$ cat config.mk
export PLATFORM = sky130hd
export DESIGN_NAME = stroke_font_text_renderer_unit_flat
export DESIGN_NICKNAME = d
export VERILOG_FILES = /design/src/rtl/sfr_pkg.sv /design/src/rtl/sfr_in_if.sv /design/src/rtl/sfr_out_if.sv /design/src/rtl/sfr_alu.sv /design/src/rtl/stroke_font_text_renderer_unit.sv /design/src/flat_wrapper.sv
export SDC_FILE = /design/constraint.sdc
export NUM_CORES = 1
export LEC_CHECK = 0
export BUFFER_PORTS_ARGS = -buffer_cell sky130_fd_sc_hd__buf_2
export CORE_ASPECT_RATIO = 0.75
export CORE_MARGIN = 4
export CORE_UTILIZATION = 40
export CTS_BUF_LIST = sky130_fd_sc_hd__clkbuf_4 sky130_fd_sc_hd__clkbuf_8
export DETAILED_ROUTE_END_ITERATION = 16
export PLACE_DENSITY = 0.61
export SLEW_MARGIN = 20
export SYNTH_ARGS = -nofsm -noshare
export SYNTH_HDL_FRONTEND = slang
export SYNTH_HIERARCHICAL = 1
export SYNTH_SLANG_ARGS = --single-unit
$ cat constraint.sdc
create_clock -name clk -period 19.7 [get_ports clk]
set_input_delay 1.97 -clock clk [delete_from_list [all_inputs] [get_ports clk]]
set_output_delay 1.97 -clock clk [all_outputs]
set_load 0.005 [all_outputs]
$ cat src/rtl/sfr_pkg.sv
// Shared types, constants and glyph tables for the stroke font text renderer.
// Used by the shared add unit and the top level.
package sfr_pkg;

  localparam int MAX_GLYPH_POINTS = 11;
  localparam int GLYPH_COUNT      = 14;

  // Configuration register indexes.
  localparam logic [2:0] REG_ORIGIN_X     = 3'd0;
  localparam logic [2:0] REG_ORIGIN_Y     = 3'd1;
  localparam logic [2:0] REG_GLYPH_HEIGHT = 3'd2;
  localparam logic [2:0] REG_GLYPH_WIDTH  = 3'd3;
  localparam logic [2:0] REG_CHAR_SPACING = 3'd4;
  localparam logic [2:0] REG_BEAM_SLEW    = 3'd5;

  localparam logic signed [17:0] PEN_MAX = 18'sd32767;

  typedef enum logic [1:0] {
    S_IDLE,
    S_X,
    S_Y,
    S_ADV
  } sfr_state_t;

  // Operands of the shared add unit: base + mult * scale, mult in 0..2.
  typedef struct packed {
    logic signed [17:0] base;
    logic [14:0]        scale;
    logic [1:0]         mult;
  } alu_op_t;

  typedef struct packed {
    logic [1:0] row;
    logic [1:0] col;
  } grid_pos_t;

  typedef struct packed {
    logic       hit;
    logic [3:0] idx;
  } glyph_sel_t;

  localparam logic [3:0] GLYPH_LEN [GLYPH_COUNT] = '{
    4'd10, 4'd4, 4'd9, 4'd11, 4'd7, 4'd9, 4'd10, 4'd7, 4'd11, 4'd10, 4'd10, 4'd8,
    4'd10, 4'd8
  };

  // Grid cells 0..8, numbered row by row from the top left.
  localparam logic [3:0] GLYPH_ROM [GLYPH_COUNT][MAX_GLYPH_POINTS] = '{
    '{4'd0, 4'd0, 4'd1, 4'd2, 4'd5, 4'd8, 4'd7, 4'd6, 4'd3, 4'd0, 4'd0},
    '{4'd1, 4'd1, 4'd4, 4'd7, 4'd0, 4'd0, 4'd0, 4'd0, 4'd0, 4'd0, 4'd0},
    '{4'd0, 4'd1, 4'd2, 4'd5, 4'd4, 4'd3, 4'd6, 4'd7, 4'd8, 4'd0, 4'd0},
    '{4'd0, 4'd1, 4'd2, 4'd5, 4'd4, 4'd3, 4'd4, 4'd5, 4'd8, 4'd7, 4'd6},
    '{4'd0, 4'd3, 4'd4, 4'd5, 4'd2, 4'd5, 4'd8, 4'd0, 4'd0, 4'd0, 4'd0},
    '{4'd2, 4'd1, 4'd0, 4'd3, 4'd4, 4'd5, 4'd8, 4'd7, 4'd6, 4'd0, 4'd0},
    '{4'd2, 4'd1, 4'd0, 4'd3, 4'd6, 4'd7, 4'd8, 4'd5, 4'd4, 4'd3, 4'd0},
    '{4'd0, 4'd0, 4'd0, 4'd1, 4'd2, 4'd4, 4'd6, 4'd0, 4'd0, 4'd0, 4'd0},
    '{4'd5, 4'd2, 4'd1, 4'd0, 4'd3, 4'd4, 4'd5, 4'd8, 4'd7, 4'd6, 4'd3},
    '{4'd8, 4'd8, 4'd8, 4'd5, 4'd2, 4'd1, 4'd0, 4'd3, 4'd4, 4'd5, 4'd0},
    '{4'd6, 4'd6, 4'd3, 4'd4, 4'd5, 4'd4, 4'd3, 4'd0, 4'd1, 4'd2, 4'd0},
    '{4'd6, 4'd3, 4'd0, 4'd1, 4'd2, 4'd5, 4'd4, 4'd3, 4'd0, 4'd0, 4'd0},
    '{4'd2, 4'd2, 4'd1, 4'd0, 4'd3, 4'd4, 4'd5, 4'd8, 4'd7, 4'd6, 4'd0},
    '{4'd7, 4'd7, 4'd7, 4'd7, 4'd7, 4'd7, 4'd7, 4'd7, 4'd0, 4'd0, 4'd0}
  };

  function automatic grid_pos_t cell_to_grid(input logic [3:0] cell_num);
    grid_pos_t p;
    case (cell_num)
      4'd0:    p = '{row: 2'd0, col: 2'd0};
      4'd1:    p = '{row: 2'd0, col: 2'd1};
      4'd2:    p = '{row: 2'd0, col: 2'd2};
      4'd3:    p = '{row: 2'd1, col: 2'd0};
      4'd4:    p = '{row: 2'd1, col: 2'd1};
      4'd5:    p = '{row: 2'd1, col: 2'd2};
      4'd6:    p = '{row: 2'd2, col: 2'd0};
      4'd7:    p = '{row: 2'd2, col: 2'd1};
      4'd8:    p = '{row: 2'd2, col: 2'd2};
      default: p = '{row: 2'd0, col: 2'd0};
    endcase
    return p;
  endfunction

  function automatic glyph_sel_t glyph_lookup(input logic [7:0] code);
    glyph_sel_t s;
    s.hit = 1'b1;
    s.idx = 4'd0;
    case (code) inside
      [8'h30:8'h39]: s.idx = code[3:0];
      8'h46:         s.idx = 4'd10;
      8'h50:         s.idx = 4'd11;
      8'h53:         s.idx = 4'd12;
      8'h2E:         s.idx = 4'd13;
      default:       s.hit = 1'b0;
    endcase
    return s;
  endfunction

endpackage

$ cat src/rtl/sfr_in_if.sv
// Input channel of the stroke font text renderer: one character per item.
// Depends on nothing but the handshake convention valid/ready.
interface sfr_in_if;
  logic       valid;
  logic       ready;
  logic [7:0] char_code;
  logic       text_start;

  modport source (output valid, output char_code, output text_start, input ready);
  modport sink   (input valid, input char_code, input text_start, output ready);
endinterface

$ cat src/rtl/sfr_out_if.sv
// Output channel of the stroke font text renderer: one stroke point per item.
// Depends on nothing but the handshake convention valid/ready.
interface sfr_out_if;
  logic               valid;
  logic               ready;
  logic signed [17:0] point_x;
  logic signed [17:0] point_y;
  logic               stroke_start;
  logic               last_point;
  logic [15:0]        stroke_slew;

  modport source (output valid, output point_x, output point_y, output stroke_start,
                  output last_point, output stroke_slew, input ready);
  modport sink   (input valid, input point_x, input point_y, input stroke_start,
                  input last_point, input stroke_slew, output ready);
endinterface

$ cat src/rtl/sfr_alu.sv
// Shared add unit of the renderer: sum = base + mult * scale with mult 0..2.
// Depends on sfr_pkg for the operand struct.
module sfr_alu (
  input  sfr_pkg::alu_op_t   op,
  output logic signed [17:0] sum
);

  logic signed [17:0] addend;

  always_comb begin
    case (op.mult)
      2'd1:    addend = $signed({3'b000, op.scale});
      2'd2:    addend = $signed({2'b00, op.scale, 1'b0});
      default: addend = 18'sd0;
    endcase
  end

  assign sum = op.base + addend;

endmodule

$ cat src/rtl/stroke_font_text_renderer_unit.sv
// Stroke font text renderer: characters in, vector stroke points out.
// Depends on sfr_pkg, sfr_in_if, sfr_out_if and sfr_alu.
//
// The block takes one character per input item and draws digits, F, P, S and
// the period as one polyline on a 3x3 grid, one output item per point, with
// coordinates in half display units. Every point is built by one shared add
// unit in two steps (x, then y); the states per character are the idle state,
// in which the character is taken, the x and y steps for each point and then
// the pen advance; a space or an unsupported character goes from the idle
// state straight to the pen advance. The input is not ready while a
// character is being drawn. A stalled output holds the sequencer in its y
// step. The pen x position is loaded from origin_x when text_start is set and
// then advances by char_spacing after each character (twice for a space),
// saturating at 32767. Configuration writes are taken at any time but must
// only be issued while the block is idle.
module stroke_font_text_renderer_unit (
  input  logic        clk,
  input  logic        rst,
  input  logic        cfg_write,
  input  logic [2:0]  cfg_index,
  input  logic [15:0] cfg_data,
  sfr_in_if.sink      in_ch,
  sfr_out_if.source   out_ch
);

  // Configuration registers.
  logic signed [15:0] origin_x;
  logic signed [15:0] origin_y;
  logic [14:0]        glyph_height;
  logic [14:0]        glyph_width;
  logic [14:0]        char_spacing;
  logic [15:0]        beam_slew;

  // Sequencer state and per-character context.
  sfr_pkg::sfr_state_t state, state_next;
  logic signed [15:0]  pen_x;
  logic [3:0]          glyph_idx;
  logic [3:0]          glyph_len;
  logic [3:0]          pt;
  logic                is_space;
  logic signed [17:0]  x_stage;

  // Output register.
  logic               out_valid;
  logic signed [17:0] out_x;
  logic signed [17:0] out_y;
  logic               out_start;
  logic               out_last;
  logic [15:0]        out_slew;

  sfr_pkg::alu_op_t   alu_op;
  logic signed [17:0] alu_sum;
  sfr_pkg::grid_pos_t grid;
  sfr_pkg::glyph_sel_t in_sel;
  logic               in_take;
  logic               out_room;
  logic               pt_last;
  logic               load_out;
  logic signed [15:0] pen_adv;

  sfr_alu u_alu (
    .op  (alu_op),
    .sum (alu_sum)
  );

  assign in_ch.ready = (state == sfr_pkg::S_IDLE);
  assign in_take     = in_ch.valid && in_ch.ready;
  assign in_sel      = sfr_pkg::glyph_lookup(in_ch.char_code);
  assign out_room    = !out_valid || out_ch.ready;
  assign grid        = sfr_pkg::cell_to_grid(sfr_pkg::GLYPH_ROM[glyph_idx][pt]);
  assign pt_last     = (pt == glyph_len - 4'd1);

  // The pen only ever moves up, so only the upper bound can be crossed.
  assign pen_adv = (alu_sum > sfr_pkg::PEN_MAX) ? sfr_pkg::PEN_MAX[15:0] : alu_sum[15:0];

  // Next state and operand selection for the shared add unit.
  always_comb begin
    state_next   = state;
    load_out     = 1'b0;
    alu_op.base  = {{2{pen_x[15]}}, pen_x};
    alu_op.scale = char_spacing;
    alu_op.mult  = is_space ? 2'd2 : 2'd1;
    case (state)
      sfr_pkg::S_IDLE: begin
        if (in_take) begin
          state_next = in_sel.hit ? sfr_pkg::S_X : sfr_pkg::S_ADV;
        end
      end
      sfr_pkg::S_X: begin
        // x = 2*pen_x + col*glyph_width
        alu_op.base  = {pen_x[15], pen_x, 1'b0};
        alu_op.scale = glyph_width;
        alu_op.mult  = grid.col;
        state_next   = sfr_pkg::S_Y;
      end
      sfr_pkg::S_Y: begin
        // y = 2*origin_y + (2 - row)*glyph_height
        alu_op.base  = {origin_y[15], origin_y, 1'b0};
        alu_op.scale = glyph_height;
        alu_op.mult  = 2'd2 - grid.row;
        if (out_room) begin
          load_out   = 1'b1;
          state_next = pt_last ? sfr_pkg::S_ADV : sfr_pkg::S_X;
        end
      end
      sfr_pkg::S_ADV: begin
        state_next = sfr_pkg::S_IDLE;
      end
      default: state_next = sfr_pkg::S_IDLE;
    endcase
  end

  always_ff @(posedge clk) begin
    if (rst) begin
      state <= sfr_pkg::S_IDLE;
    end else begin
      state <= state_next;
    end
  end

  // Configuration writes; indexes past the list are ignored.
  always_ff @(posedge clk) begin
    if (rst) begin
      origin_x     <= 16'sd0;
      origin_y     <= 16'sd0;
      glyph_height <= 15'd16;
      glyph_width  <= 15'd8;
      char_spacing <= 15'd12;
      beam_slew    <= 16'd0;
    end else if (cfg_write) begin
      case (cfg_index)
        sfr_pkg::REG_ORIGIN_X:     origin_x     <= cfg_data;
        sfr_pkg::REG_ORIGIN_Y:     origin_y     <= cfg_data;
        sfr_pkg::REG_GLYPH_HEIGHT: glyph_height <= cfg_data[14:0];
        sfr_pkg::REG_GLYPH_WIDTH:  glyph_width  <= cfg_data[14:0];
        sfr_pkg::REG_CHAR_SPACING: char_spacing <= cfg_data[14:0];
        sfr_pkg::REG_BEAM_SLEW:    beam_slew    <= cfg_data;
        default: ;
      endcase
    end
  end

  // Pen position: loaded at the start of a text, advanced after each character.
  always_ff @(posedge clk) begin
    if (rst) begin
      pen_x <= 16'sd0;
    end else if (in_take && in_ch.text_start) begin
      pen_x <= origin_x;
    end else if (state == sfr_pkg::S_ADV) begin
      pen_x <= pen_adv;
    end
  end

  // Point counter and character context.
  always_ff @(posedge clk) begin
    if (rst) begin
      pt <= 4'd0;
    end else if (in_take) begin
      pt <= 4'd0;
    end else if (load_out) begin
      pt <= pt + 4'd1;
    end
  end

  always_ff @(posedge clk) begin
    if (in_take) begin
      glyph_idx <= in_sel.idx;
      glyph_len <= sfr_pkg::GLYPH_LEN[in_sel.idx];
      is_space  <= (in_ch.char_code == 8'h20);
    end
    if (state == sfr_pkg::S_X) begin
      x_stage <= alu_sum;
    end
  end

  // Output register: a loaded point waits here until the sink takes it.
  always_ff @(posedge clk) begin
    if (rst) begin
      out_valid <= 1'b0;
    end else if (load_out) begin
      out_valid <= 1'b1;
    end else if (out_ch.ready) begin
      out_valid <= 1'b0;
    end
  end

  always_ff @(posedge clk) begin
    if (load_out) begin
      out_x     <= x_stage;
      out_y     <= alu_sum;
      out_start <= (pt == 4'd0);
      out_last  <= pt_last;
      out_slew  <= beam_slew;
    end
  end

  assign out_ch.valid        = out_valid;
  assign out_ch.point_x      = out_x;
  assign out_ch.point_y      = out_y;
  assign out_ch.stroke_start = out_start;
  assign out_ch.last_point   = out_last;
  assign out_ch.stroke_slew  = out_slew;

  // An accepted character always takes the sequencer out of the idle state.
  assert property (@(posedge clk) disable iff (rst)
    in_take |=> state != sfr_pkg::S_IDLE)
    else $error("sequencer stayed idle after taking a character");

  // The point counter never runs past the glyph length while drawing.
  assert property (@(posedge clk) disable iff (rst)
    (state == sfr_pkg::S_X) |-> (pt < glyph_len))
    else $error("point counter beyond glyph length");

  // The pen does not move while points of a glyph are being produced.
  assert property (@(posedge clk) disable iff (rst)
    (state == sfr_pkg::S_X || state == sfr_pkg::S_Y) |=> $stable(pen_x))
    else $error("pen moved in the middle of a glyph");

endmodule
$ cat src/flat_wrapper.sv
// flat-port wrapper written by rule: the top's interface ports become plain ports
module stroke_font_text_renderer_unit_flat 
  (clk, rst, cfg_write, cfg_index, cfg_data, in_ch_valid, in_ch_char_code, in_ch_text_start, in_ch_ready, out_ch_valid, out_ch_point_x, out_ch_point_y, out_ch_stroke_start, out_ch_last_point, out_ch_stroke_slew, out_ch_ready);
  sfr_in_if in_ch_i ();
  sfr_out_if out_ch_i ();
  input  logic clk;
  input  logic rst;
  input  logic cfg_write;
  input  logic [2:0] cfg_index;
  input  logic [15:0] cfg_data;
  input wire logic [$bits(in_ch_i.valid)-1:0] in_ch_valid;
  input wire logic [$bits(in_ch_i.char_code)-1:0] in_ch_char_code;
  input wire logic [$bits(in_ch_i.text_start)-1:0] in_ch_text_start;
  output wire logic [$bits(in_ch_i.ready)-1:0] in_ch_ready;
  output wire logic [$bits(out_ch_i.valid)-1:0] out_ch_valid;
  output wire logic [$bits(out_ch_i.point_x)-1:0] out_ch_point_x;
  output wire logic [$bits(out_ch_i.point_y)-1:0] out_ch_point_y;
  output wire logic [$bits(out_ch_i.stroke_start)-1:0] out_ch_stroke_start;
  output wire logic [$bits(out_ch_i.last_point)-1:0] out_ch_last_point;
  output wire logic [$bits(out_ch_i.stroke_slew)-1:0] out_ch_stroke_slew;
  input wire logic [$bits(out_ch_i.ready)-1:0] out_ch_ready;
  assign in_ch_i.valid = in_ch_valid;
  assign in_ch_i.char_code = in_ch_char_code;
  assign in_ch_i.text_start = in_ch_text_start;
  assign in_ch_ready = in_ch_i.ready;
  assign out_ch_valid = out_ch_i.valid;
  assign out_ch_point_x = out_ch_i.point_x;
  assign out_ch_point_y = out_ch_i.point_y;
  assign out_ch_stroke_start = out_ch_i.stroke_start;
  assign out_ch_last_point = out_ch_i.last_point;
  assign out_ch_stroke_slew = out_ch_i.stroke_slew;
  assign out_ch_i.ready = out_ch_ready;
  stroke_font_text_renderer_unit u_core (.clk(clk), .rst(rst), .cfg_write(cfg_write), .cfg_index(cfg_index), .cfg_data(cfg_data), .in_ch(in_ch_i), .out_ch(out_ch_i));
endmodule
==> results.md <==
* Status: completed
* Routed wire length at 26,000 um
* Most common cell after layout, fill and taps aside: nand2_1
* Fraction of layout cells with a size suffix above 1 at 13.7%
* Critical Path RT at 20.10 ns
* Final net count at 1,217
* Crit Reg-Reg Endpoint: u_core/pen_x[10]$_SDFFE_PP0P_
* Crit end category: flop
* Initial DRC count at 757
* FFs w/ async S/R, synth at 0%
* Vias in the first global route at 7,558
* Sequential area share after synthesis at 47.8%
* Pwr dens at 156 nW/um^2
* Via-to-Cell Ratio at 5.47
* Setup TNS at 0 ns
* # diodes at 0
* Max Root-Sink Buffers at 2
* Drt first pass iters at 5
* Initial antenna violation count at 0
* Syn. warnings at 6
* Commonest cells after routing, fill and taps aside: 229 x nand2_1, 166 x a21oi_1, 116 x dfxtp_1
* RSZ-0062 raised after global routing: false
* Mapped Area at 9940 um^2
* Ys flop type: dfxtp_1
* Remaining Overflow, GRT at 0
* Tightest Pin Transition at 1.11 ns
* Post_cts resized at 0
* Leak pwr at 3.88 nW
* Slew Limit Fails at 0
* Yosys cell types at 77
* Hold Vio Cnt, Final at 0
* Util after Layout at 45.2%
* Initial Util at 41.0%
* Hold WC Path Type: flop to flop
* RR Startpoint: u_core/glyph_idx[0]$_DFFE_PP_
* Insertion delay to the later sink of the worst-skew pair at 0.49 ns
* Fmax at 0.133 GHz
* Max_cap viols at 0
* CTS buffer count at 17
* Worst Hold Endpoint: u_core/out_ch.point_x[6]$_DFFE_PP_
* Core Region at 24,200 um^2
* Die height at 145 um
* Die width at 190 um
* Final setup violating endpoints at 0
* Antenna viol nets, final at 0
* Gr usage total at 18.9%
* Peak supply drop at 0.0779 mV
* FF-to-FF setup slack at 12.18 ns
* Number of flops mapped to enable cells by yosys at 81
* H-tree Lvls at 4
* CTS tree: built
* Setup bufs post-CTS at 0
* Clock skew at 0.0197 ns
* Root buffer cell: clkbuf_8
* TritonCTS sink count at 197
* Crit path max fanout at 15
* Post-DP HPWL at 17,700 um
* Residual DRC count at 0
* Hold buffer count at CTS at 0
* Fin crit share at 38.2%
* Mapped Cells at 1,103
* IO Port Bufs at 88
* WL/cell at 17.5 um
* Worst setup SP type: flop
* Depth of the worst hold-timing path at 0
* Reg2reg path depth at 26
* Arrival @ worst endpoint at 7.92 ns
* Mapped Avg Cell Area at 9.01 um^2
* CTS clk-pin slew, worst paths at 0.10 ns
* Routability cong. at 0.880
* First-pass GRT wire length at 41,400 um
* Hold path startpoint: u_core/x_stage[6]$_DFFE_PN_
* Via count at 8,129
* Synthesis-stage register bit count at 197
* DIE AREA at 27,500 um^2
* Area Overhead vs Synth at 10.1%
* Site Rows at 49
* Tmin final at 7.52 ns
* Crit Path Class: flop to flop
* Pin count of the biggest net entering global routing at 100
* Slew HR at 26.1%
* Syn_nets at 1,179
* IO Count at 89
[registers in the layout (all words and copies together), names as in the netlist, 15 cells and up]
name	flops
u_core/out_ch.point_x	18
u_core/out_ch.point_y	18
u_core/x_stage	18
u_core/beam_slew	16
u_core/origin_x	16
u_core/origin_y	16
u_core/out_ch.stroke_slew	16
u_core/pen_x	16
u_core/char_spacing	15
u_core/glyph_height	15
u_core/glyph_width	15
[critical path: stages (launching register included)]
cell and delay [ns]:
edfxtp_1 0.61, inv_1 0.20, ha_1 0.42, a211o_1 0.29, a311oi_1 0.30, a311oi_1 0.09, nor3b_2 0.37, inv_1 0.12
ha_1 0.22, or3_1 0.36, o2111ai_1 0.21, a41oi_2 0.16, ha_1 0.34, nor2b_1 0.78, and2_1 0.24, ha_1 0.17
inv_1 0.06, fa_1 0.38, nand2b_1 0.18, a21oi_1 0.23, o211ai_2 0.20, o311ai_0 0.67, nor2_1 0.11, o21ai_1 0.14
buf_4 0.26, o221ai_1 0.15, a21oi_1 0.18
[Yosys cell counts, drive strengths merged, types with 5 or more instances]
library cell	number	share of area, %
nor3b	7	0.58
nor3	9	0.45
o2111ai	5	0.44
buf	20	1.2
nand3	13	0.65
and2	6	0.38
mux2i	10	1.0
a21o	6	0.45
nand4	6	0.38
nand2	229	8.6
dfxtp	116	23
o221ai	19	1.7
clkbuf	56	2.1
nand2b	12	0.76
nor2b	20	1.3
o21ai	25	1.3
edfxtp	81	24
or2	8	0.50
a21oi	168	8.6
a22oi	31	2.3
a22o	13	1.1
inv	27	1.0
nand3b	7	0.53
nor2	73	2.8
o211ai	7	0.58
xor2	6	0.53
xnor2	16	1.4
ha	42	5.3
a311oi	8	0.83
a211oi	6	0.50
[stage by stage]
stage | power [mW] | std cells | hold slack [ns] | area, um^2 | setup slack, ns
floorplan | 1.21 | 1103 | 0.400 | 9940 | 13.16
global route | 1.84 | 1485 | 0.434 | 10900 | 11.46
detailed placement | 1.45 | 1453 | 0.405 | 10500 | 12.37
global placement | 1.45 | 1453 | 0.401 | 10500 | 12.58
finish | 1.71 | 1485 | 0.428 | 10900 | 12.18
CTS | 1.72 | 1485 | 0.430 | 10900 | 12.32
[cell type report]
| class | count | area, um^2 |
|---|---|---|
| clock buffer | 17 | 234 |
| clock inverter | 15 | 168 |
| fill | 2448 | 13300 |
| inverter | 27 | 101 |
| multi-input combinational | 803 | 4780 |
| sequential | 197 | 4750 |
| tap | 331 | 414 |
| timing repair buffer | 95 | 495 |
[how the worst max path moves through the flow]
stage          slack, ns                             to                          start  cells after the start
2_1_floorplan      13.16   u_core/pen_x[6]$_SDFFE_PP0P_  u_core/glyph_idx[0]$_DFFE_PP_                     28
3_3_place_gp       12.58  u_core/pen_x[10]$_SDFFE_PP0P_  u_core/glyph_idx[0]$_DFFE_PP_                     26
3_5_place_dp       12.37   u_core/pen_x[9]$_SDFFE_PP0P_  u_core/glyph_idx[0]$_DFFE_PP_                     26
4_1_cts            12.32   u_core/pen_x[9]$_SDFFE_PP0P_  u_core/glyph_idx[0]$_DFFE_PP_                     26
5_1_grt            11.46   u_core/pen_x[1]$_SDFFE_PP0P_  u_core/glyph_idx[0]$_DFFE_PP_                     26
6_report           12.18  u_core/pen_x[10]$_SDFFE_PP0P_  u_core/glyph_idx[0]$_DFFE_PP_                     26
[layer usage]
layer / global-route usage, % / wire, um / part of all wire [%]
met5: 0 / 0 / 0
met4: 5.82 / 448 / 1.7
met3: 3.62 / 1270 / 4.9
met2: 28.6 / 11400 / 44
met1: 27.5 / 12900 / 50
[power by group]
| part | internal (mW) | switching (mW) | total, mW |
|---|---|---|---|
| combinational | 0.287 | 0.547 | 0.835 |
| sequential | 0.571 | 0.0422 | 0.614 |
| clock | 0.105 | 0.159 | 0.265 |
| total | 0.964 | 0.749 | 1.71 |
[logic make-up after synthesis]
family	after synthesis	synth area share, %
AO/OA/AOI/OAI	322	21.1
multiplexers	11	1.16
flip-flops	197	47.8
XOR/XNOR	22	1.94
buffers and inverters	103	4.37
adder cells (fa/ha/maj)	43	5.49
AND/OR/NAND/NOR	405	18.1
No activity file was read; power rests on OpenSTA's default activity.
